### config.mk
export PLATFORM = sky130hd
export DESIGN_NAME = modular_inverse_euclid
export DESIGN_NICKNAME = d
export VERILOG_FILES = /design/src/hw/rtl/minv_pkg.sv /design/src/hw/rtl/modular_inverse_euclid.sv /design/src/hw/rtl/minv_divmul.sv
export SDC_FILE = /design/constraint.sdc
export NUM_CORES = 2
export LEC_CHECK = 0
export BUFFER_PORTS_ARGS = -buffer_cell sky130_fd_sc_hd__buf_4
export CAP_MARGIN = 20
export CORE_ASPECT_RATIO = 1.75
export CORE_MARGIN = 4
export CORE_UTILIZATION = 30
export DETAILED_ROUTE_END_ITERATION = 8
export GPL_TIMING_DRIVEN = 1
export PLACE_DENSITY = 0.48
export SYNTH_ARGS = -nofsm -noshare
export SYNTH_HDL_FRONTEND = slang
export SYNTH_SLANG_ARGS = --single-unit
### constraint.sdc
create_clock -name clk -period 15.5 [get_ports clk]
set_input_delay 1.55 -clock clk [delete_from_list [all_inputs] [get_ports clk]]
set_output_delay 1.55 -clock clk [all_outputs]
set_load 0.01 [all_outputs]
### src/hw/rtl/minv_pkg.sv
`default_nettype none
package minv_pkg;
    localparam int unsigned WordW = 64;
    localparam int unsigned CntW  = 7;

    typedef enum logic [2:0] {
        ST_IDLE,
        ST_DIV,
        ST_STEP,
        ST_FIX,
        ST_DONE
    } state_t;
endpackage
`default_nettype wire

### src/hw/rtl/modular_inverse_euclid.sv
`default_nettype none
// Each value takes a sequence of Euclid steps on the bit-serial divide and cofactor unit;
// trivial values (zero, or not below the modulus) go straight to the fix-up state.
// Throughput: one item at a time; value_ready is high whenever the sequencer is idle.
// The output register lets the next value enter while a result still waits.
// Reset is asynchronous and active low; it clears the control state and sets modulus to 1.
module modular_inverse_euclid
    import minv_pkg::*;
(
    input  wire logic             clk,
    input  wire logic             rst_n,
    input  wire logic             cfg_valid,
    output logic                  cfg_ready,
    input  wire logic [WordW-1:0] cfg_data,
    input  wire logic             value_valid,
    output logic                  value_ready,
    input  wire logic [WordW-1:0] value,
    output logic                  result_valid,
    input  wire logic             result_ready,
    output logic [WordW-1:0]      inverse,
    output logic                  invertible
);
    state_t           state_reg, state_next;
    logic [WordW-1:0] modulus_reg;
    logic [WordW-1:0] rp_reg, rp_next, rc_reg, rc_next;
    logic [WordW-1:0] cp_reg, cp_next, cc_reg, cc_next;
    logic             pos_reg, pos_next;
    logic             ovalid_reg, ovalid_next;
    logic [WordW-1:0] inv_reg, inv_next;
    logic             ok_reg, ok_next;
    logic             div_start;
    logic             div_done;
    logic [WordW-1:0] div_rem, div_acc;

    minv_divmul u_divmul (
        .clk   (clk),
        .rst_n (rst_n),
        .start (div_start),
        .a     (rp_reg),
        .b     (rc_reg),
        .c     (cp_reg),
        .d     (cc_reg),
        .done  (div_done),
        .rem   (div_rem),
        .acc   (div_acc)
    );

    assign value_ready = (state_reg == ST_IDLE);
    assign cfg_ready   = 1'b1;

    always_comb
    begin
        state_next  = state_reg;
        rp_next     = rp_reg;
        rc_next     = rc_reg;
        cp_next     = cp_reg;
        cc_next     = cc_reg;
        pos_next    = pos_reg;
        ovalid_next = ovalid_reg;
        inv_next    = inv_reg;
        ok_next     = ok_reg;
        div_start   = 1'b0;
        if (ovalid_reg && result_ready)
        begin
            ovalid_next = 1'b0;
        end
        case (state_reg)
            ST_IDLE:
            begin
                if (value_valid && value_ready)
                begin
                    rp_next  = modulus_reg;
                    rc_next  = value;
                    cp_next  = '0;
                    cc_next  = {{(WordW-1){1'b0}}, 1'b1};
                    pos_next = 1'b1;
                    if (value == '0 || value >= modulus_reg)
                    begin
                        rc_next    = '0;
                        state_next = ST_FIX;
                    end
                    else
                    begin
                        state_next = ST_STEP;
                    end
                end
            end
            ST_STEP:
            begin
                div_start  = 1'b1;
                state_next = ST_DIV;
            end
            ST_DIV:
            begin
                if (div_done)
                begin
                    if (div_rem == '0)
                    begin
                        state_next = ST_FIX;
                    end
                    else
                    begin
                        rp_next    = rc_reg;
                        rc_next    = div_rem;
                        cp_next    = cc_reg;
                        cc_next    = div_acc;
                        pos_next   = !pos_reg;
                        state_next = ST_STEP;
                    end
                end
            end
            ST_FIX:
            begin
                if (!ovalid_reg || result_ready)
                begin
                    if (rc_reg == {{(WordW-1){1'b0}}, 1'b1})
                    begin
                        ok_next  = 1'b1;
                        inv_next = pos_reg ? cc_reg : (modulus_reg - cc_reg);
                    end
                    else
                    begin
                        ok_next  = 1'b0;
                        inv_next = '0;
                    end
                    state_next = ST_DONE;
                end
            end
            ST_DONE:
            begin
                ovalid_next = 1'b1;
                state_next  = ST_IDLE;
            end
            default:
            begin
                state_next = ST_IDLE;
            end
        endcase
    end

    always_ff @(posedge clk or negedge rst_n)
    begin
        if (!rst_n)
        begin
            state_reg   <= ST_IDLE;
            ovalid_reg  <= 1'b0;
            modulus_reg <= {{(WordW-1){1'b0}}, 1'b1};
        end
        else
        begin
            state_reg  <= state_next;
            ovalid_reg <= ovalid_next;
            if (cfg_valid && cfg_ready)
            begin
                modulus_reg <= cfg_data;
            end
        end
    end

    always_ff @(posedge clk)
    begin
        rp_reg  <= rp_next;
        rc_reg  <= rc_next;
        cp_reg  <= cp_next;
        cc_reg  <= cc_next;
        pos_reg <= pos_next;
        inv_reg <= inv_next;
        ok_reg  <= ok_next;
    end

    assign result_valid = ovalid_reg;
    assign inverse      = inv_reg;
    assign invertible   = ok_reg;

    a_no_accept_busy: assert property (@(posedge clk) disable iff (!rst_n)
        (state_reg != ST_IDLE) |-> !value_ready)
        else $error("value accepted while busy");
    a_flag_zero: assert property (@(posedge clk) disable iff (!rst_n)
        (result_valid && !invertible) |-> (inverse == '0))
        else $error("non-invertible result carries nonzero inverse");
    a_inv_range: assert property (@(posedge clk) disable iff (!rst_n)
        (result_valid && invertible) |-> (inverse < modulus_reg))
        else $error("inverse not reduced");
    a_hold: assert property (@(posedge clk) disable iff (!rst_n)
        (result_valid && !result_ready) |=> (result_valid && $stable(inverse)))
        else $error("result dropped");
endmodule
`default_nettype wire

### src/hw/rtl/minv_divmul.sv
`default_nettype none
// Restoring divider producing the remainder of a by b, developing one quotient
// bit per cycle. Alongside each quotient bit it accumulates c + q * d by
// shift-and-add, so the cofactor update needs no multiplier.
module minv_divmul
    import minv_pkg::*;
(
    input  wire logic             clk,
    input  wire logic             rst_n,
    input  wire logic             start,
    input  wire logic [WordW-1:0] a,
    input  wire logic [WordW-1:0] b,
    input  wire logic [WordW-1:0] c,
    input  wire logic [WordW-1:0] d,
    output logic                  done,
    output logic [WordW-1:0]      rem,
    output logic [WordW-1:0]      acc
);
    logic [WordW-1:0] quo_reg, quo_next;
    logic [WordW-1:0] rem_reg, rem_next;
    logic [WordW-1:0] acc_reg, acc_next;
    logic [WordW-1:0] b_reg, d_reg, c_reg;
    logic [CntW-1:0]  cnt_reg, cnt_next;
    logic             busy_reg, busy_next;
    logic             done_reg, done_next;
    logic [WordW:0]   shifted;
    logic [WordW:0]   diff;
    logic             qbit;

    always_comb
    begin
        shifted   = {rem_reg, quo_reg[WordW-1]};
        diff      = shifted - {1'b0, b_reg};
        qbit      = ~diff[WordW];
        quo_next  = quo_reg;
        rem_next  = rem_reg;
        acc_next  = acc_reg;
        cnt_next  = cnt_reg;
        busy_next = busy_reg;
        done_next = 1'b0;
        if (start)
        begin
            quo_next  = a;
            rem_next  = '0;
            acc_next  = '0;
            cnt_next  = '0;
            busy_next = 1'b1;
        end
        else if (busy_reg)
        begin
            quo_next = {quo_reg[WordW-2:0], 1'b0};
            rem_next = qbit ? diff[WordW-1:0] : shifted[WordW-1:0];
            acc_next = {acc_reg[WordW-2:0], 1'b0} + (qbit ? d_reg : '0);
            cnt_next = cnt_reg + 1'b1;
            if (cnt_reg == CntW'(WordW - 1))
            begin
                busy_next = 1'b0;
                done_next = 1'b1;
            end
        end
    end

    always_ff @(posedge clk or negedge rst_n)
    begin
        if (!rst_n)
        begin
            busy_reg <= 1'b0;
            done_reg <= 1'b0;
            cnt_reg  <= '0;
        end
        else
        begin
            busy_reg <= busy_next;
            done_reg <= done_next;
            cnt_reg  <= cnt_next;
        end
    end

    always_ff @(posedge clk)
    begin
        quo_reg <= quo_next;
        rem_reg <= rem_next;
        acc_reg <= acc_next;
        if (start)
        begin
            b_reg <= b;
            c_reg <= c;
            d_reg <= d;
        end
    end

    assign done = done_reg;
    assign rem  = rem_reg;
    assign acc  = acc_reg + c_reg;
endmodule
`default_nettype wire

# After elaboration in Yosys (flattened, before gate mapping)
# Index checks and enable logic that the tools add are counted.
# classes
reduce_logical,15
n_addsub,5
eq_ne,10
mux,44
magnitude_cmp,1
# op_table
cell,count
64-bit 2-to-1 mux,18
64-bit case mux with 2 select lines,4
64-bit adder,2
64-bit zero test,2
65-bit by 64-bit subtractor with 65-bit output,1
64-bit by 1-bit == test with 1-bit output (second input constant),1
64-bit >= comparator,1
64-bit subtractor,1
1-bit 2-to-1 mux,15
7-bit 2-to-1 mux,2
3-bit case mux with 4 select lines,1
3-bit 2-to-1 mux,3
7-bit by 1-bit adder with 7-bit output (second input constant),1
7-bit by 6-bit == test with 1-bit output (second input constant),1
3-bit by 2-bit == test with 1-bit output (second input constant),2
2-bit nonzero test,3
2-bit by 1-bit != test with 1-bit output (second input constant),2
2-bit != test (second input constant),2
4-bit AND reduction,1
3-bit by 1-bit == test with 1-bit output (second input constant),1
3-bit == test (second input constant),1
3-bit zero test,1
3-bit AND reduction,1
1-bit logical AND,2
4 further kinds,6
# totals
word_cells,94
in_bits,133
register_bits,783
output_inout_bits,68

# Depth between registers and ports, before layout
# logic_depth
ltp_word,5
ltp_mapped,29
ltp_nobuf,28

# Modules after synthesis
# A second synthesis with hierarchy kept.
# hier_totals
cells_unflattened,4773
hier_area_um2,46136.7
# by_module_without_submodules
module,area_per_inst_um2,seq_area_each_um2,cells_per_inst,instances
minv_divmul,25115.3,10475.0,2650,1
modular_inverse_euclid,21021.4,11372.2,2123,1

# Worst setup path before layout
# No wires, ideal clock.
# synth_path
path_type,input -> register
startpoint,in value_valid
endpoint,reg cc_reg[0] (enable)
stages,2
required_time_ns,14.848
setup_ns,0.652
arrival_ns,7.552
path_buffers,0
setup_slack_ns,7.296
cell_sequence,mux2_2 > and3_1
# synth_between
elab_chain_len,3
# synth_rtl
item,line,text
from (decl),modular_inverse_euclid.sv:15,"input wire logic value_valid,"
1-bit logical AND,modular_inverse_euclid.sv:70,if (value_valid && value_ready)
2-bit by 1-bit != test with 1-bit output (no line),-,
4-bit AND reduction (no line),-,
to (signal assigned),modular_inverse_euclid.sv:165,cc_reg <= cc_next;
to (decl),modular_inverse_euclid.sv:26,"logic [WordW-1:0] cp_reg, cp_next, cc_reg, cc_next;"
# Every way passes these cells.
# A chain may end at the register's enable or synchronous reset.

# Worst setup path after layout
# layout_path
startpoint,reg u_divmul.quo_reg[63]
endpoint,reg u_divmul.acc_reg[42]
# layout_between
elab_chain_len,3
# layout_rtl
item,line,text
from (decl),minv_divmul.sv:19,"logic [WordW-1:0] quo_reg, quo_next;"
from (signal assigned),minv_divmul.sv:81,quo_reg <= quo_next;
65-bit by 64-bit subtractor with 65-bit output,minv_divmul.sv:33,"diff = shifted - {1'b0, b_reg};"
64-bit 2-to-1 mux,minv_divmul.sv:53,"acc_next = {acc_reg[WordW-2:0], 1'b0} + (qbit ? d_reg : '0);"
64-bit adder,minv_divmul.sv:53,
to (signal assigned),minv_divmul.sv:83,acc_reg <= acc_next;
to (decl),minv_divmul.sv:21,"logic [WordW-1:0] acc_reg, acc_next;"
# Every way passes these cells.

==> flow_summary.json <==
{
  "grt_pass1_wl_um": 229000,
  "crit_path_frequent_cell": "o21ai_0",
  "drc": 0,
  "ctsResizeCount": 0,
  "synth_seq_cells": 783,
  "grt_pass1_vias": 36242,
  "cp.required_ns": 16.08,
  "yosys.area_share.simple_pct": 15.7,
  "status": "completed",
  "setup_tns_ns": 0,
  "yosysTopAreaCell": "edfxtp_1",
  "core_region_area_um2": 150000,
  "ys.flop_type": "edfxtp_1",
  "startpoint": "u_divmul.quo_reg[63]",
  "num_vias": 35625,
  "wl_um": 156000,
  "drt_iter0_drc": 1973,
  "detail-route-antenna-nets": 0,
  "cts_buffers": 82,
  "drv_cap": 0,
  "drt_first_pass_iters": 5,
  "hpwl_um": 118000,
  "clk_latency_ns": 0.72,
  "synth_compound_area_share_pct": 17.8,
  "start_kind": "flop",
  "rrSetupSlack_ns": 7.41,
  "h-tree-depth": 3,
  "syn_area_um2": 45500,
  "avgSynthCellArea_um2": 9.49,
  "critPathMaxStageDelay_ns": 0.72,
  "nets": 5343,
  "synthMuxAreaShare_pct": 0.907,
  "cts.sinks": 783,
  "synth_top_family_by_area": "compound AO/OA/AOI/OAI gates",
  "synth_top_area_share_pct": 38.1,
  "fin_worst_skew_ns": 0.0330,
  "async_reset_ff_share_pct": 9.83,
  "cp.arrival_ns": 8.68,
  "hold_viol": 0,
  "worstSetupEndpointType": "flop",
  "slew_violations": 0,
  "slew_headroom_pct": 21.4,
  "final_cell_mix": "722 x nand2_1, 578 x edfxtp_1, 422 x nor2_1",
  "crit_end": "u_divmul.acc_reg[42]",
  "synth_edf_count": 578,
  "cp_slowest_cell": "a2111oi_0",
  "post-route-period-util_pct": 52.2,
  "numPlacedInstances": 6799,
  "worstReg2RegEnd": "u_divmul.acc_reg[42]",
  "peakVddDrop_mv": 0.146,
  "vias_per_cell": 5.12,
  "cp_max_fo": 65,
  "ys_seq_area_share_pct": 48.0,
  "path_class": "flop to flop",
  "rows": 188,
  "areaGrowthSynthToFinish_pct": 14.0,
  "synthCells": 4795,
  "ys.warnings.count": 0,
  "min_period_ns": 8.09,
  "hold_class": "flop to flop",
  "die_h_um": 523,
  "power_leakage_uw": 0.0213,
  "rsz0062_at_grt": "false",
  "fmax_mhz": 124,
  "worstMarginPinSlew_ns": 1.17,
  "drive_gt1_share_pct": 8.23,
  "place_congestion": 0.947,
  "ctsHoldBuffers": 0,
  "multi_input_area_um2": 21900,
  "setup_viol": 0,
  "regArea_um2": 21900,
  "ios": 201,
  "tritoncts": "built",
  "clk_pin_slew_ns": 0.07,
  "portBuffers": 199,
  "clock_path_buffers": 3,
  "hold_slack_ns": 0.414,
  "die_width_um": 302,
  "r2r_cells": 28,
  "final_common_cell": "nand2_1",
  "synth_cell_types": 87,
  "synthTopCellsByArea": "edfxtp_1 38%, ha_1 8.7%, nand2_1 6.0%",
  "avgRoutedWirePerCell_um": 22.4,
  "power_density_nw_per_um2": 240,
  "die-area_um2": 158000,
  "grt_max_degree": 137,
  "synthAdderAreaFrac_pct": 8.89,
  "r2r-start": "u_divmul.quo_reg[63]",
  "grtUsageTotal_pct": 19.2,
  "stdcell_count": 6956,
  "globalRouteOverflowTotal": 0,
  "cts_setup_buffers": 0,
  "synth_nets": 5249,
  "finalPower_uw": 12500,
  "antenna_found_initial": 6,
  "utilization_pct": 34.5,
  "initial_core_util_pct": 30.3,
  "fillerInstances": 15406,
  "root_buffer": "clkbuf_16",
  "synthXorXnorAreaFrac_pct": 4.62
}
==> area by class of cell <==
cell class	count	area share (%)
antenna	3	0.0145
tap	1995	4.81
timing repair buffer	235	3.48
inverter	264	1.92
sequential	783	42.1
clock inverter	46	1.13
multi-input combinational	3523	42.2
clock buffer	107	4.32
==> worst min-delay path by stage <==
stage,start,end,slack (ns),cells past startpoint
after floorplan,cp_reg[0],u_divmul.c_reg[0],0.40,0
after global placement,cp_reg[14],u_divmul.c_reg[14],0.40,0
after detailed placement,cp_reg[15],u_divmul.c_reg[15],0.40,0
after CTS,cp_reg[43],u_divmul.c_reg[43],0.42,0
after global routing,cp_reg[27],u_divmul.c_reg[27],0.42,0
final,cp_reg[43],u_divmul.c_reg[43],0.41,0
==> where the power goes <==
part	internal, µW	total [µW]	switching [µW]	leakage, µW
sequential	3200	3710	517	0.00740
combinational	2460	6610	4150	0.0125
clock	1230	2140	910	0.00136
==> critical path, delay by kind of cell (launching register included) <==
kind / cells / cell delay (ns)
xor gates and xnor gates: 2 / 0.37
DFF: 1 / 0.37
AOI/OAI and AO/OA: 17 / 4.68
buffers and inverters: 2 / 0.68
and+or+nand+nor: 4 / 0.97
adders and majority gates: 3 / 0.85
==> logic make-up (layout without fill, tap and decap cells) <==
group / after synthesis / after routing
and+or+nand+nor: 1605 / 1605
AOI/OAI and AO/OA: 1315 / 1315
DFF: 783 / 783
buffers and inverters: 489 / 652
adders and majority gates: 321 / 321
xor gates and xnor gates: 240 / 240
muxes: 41 / 41
other: 1 / 4
==> stage by stage <==
step | setup slack [ns] | cell area (µm²)
2_1_floorplan | 7.30 | 45500
3_3_place_gp | 7.53 | 49000
6_report | 7.41 | 51900
5_1_grt | 6.93 | 51900
4_1_cts | 7.40 | 51800
3_5_place_dp | 7.43 | 49000
==> Yosys cell counts, drive strengths merged, types with 78 or more instances <==
| master | count |
|---|---|
| a21o | 182 |
| a21oi | 391 |
| and2 | 78 |
| clkbuf | 209 |
| dfxtp | 128 |
| edfxtp | 578 |
| ha | 317 |
| inv | 264 |
| nand2 | 724 |
| nor2 | 424 |
| o21ai | 395 |
| xnor2 | 154 |
| xor2 | 86 |
==> metal layers <==
layer,GRT usage [%],routed length (µm),up-vias
li1,-,-,17352
met1,22.5,62900,17212
met2,35.4,80100,801
met3,1.97,5380,258
met4,8.36,7210,2
met5,0,7,-
Power figures use the tool's default switching activity.
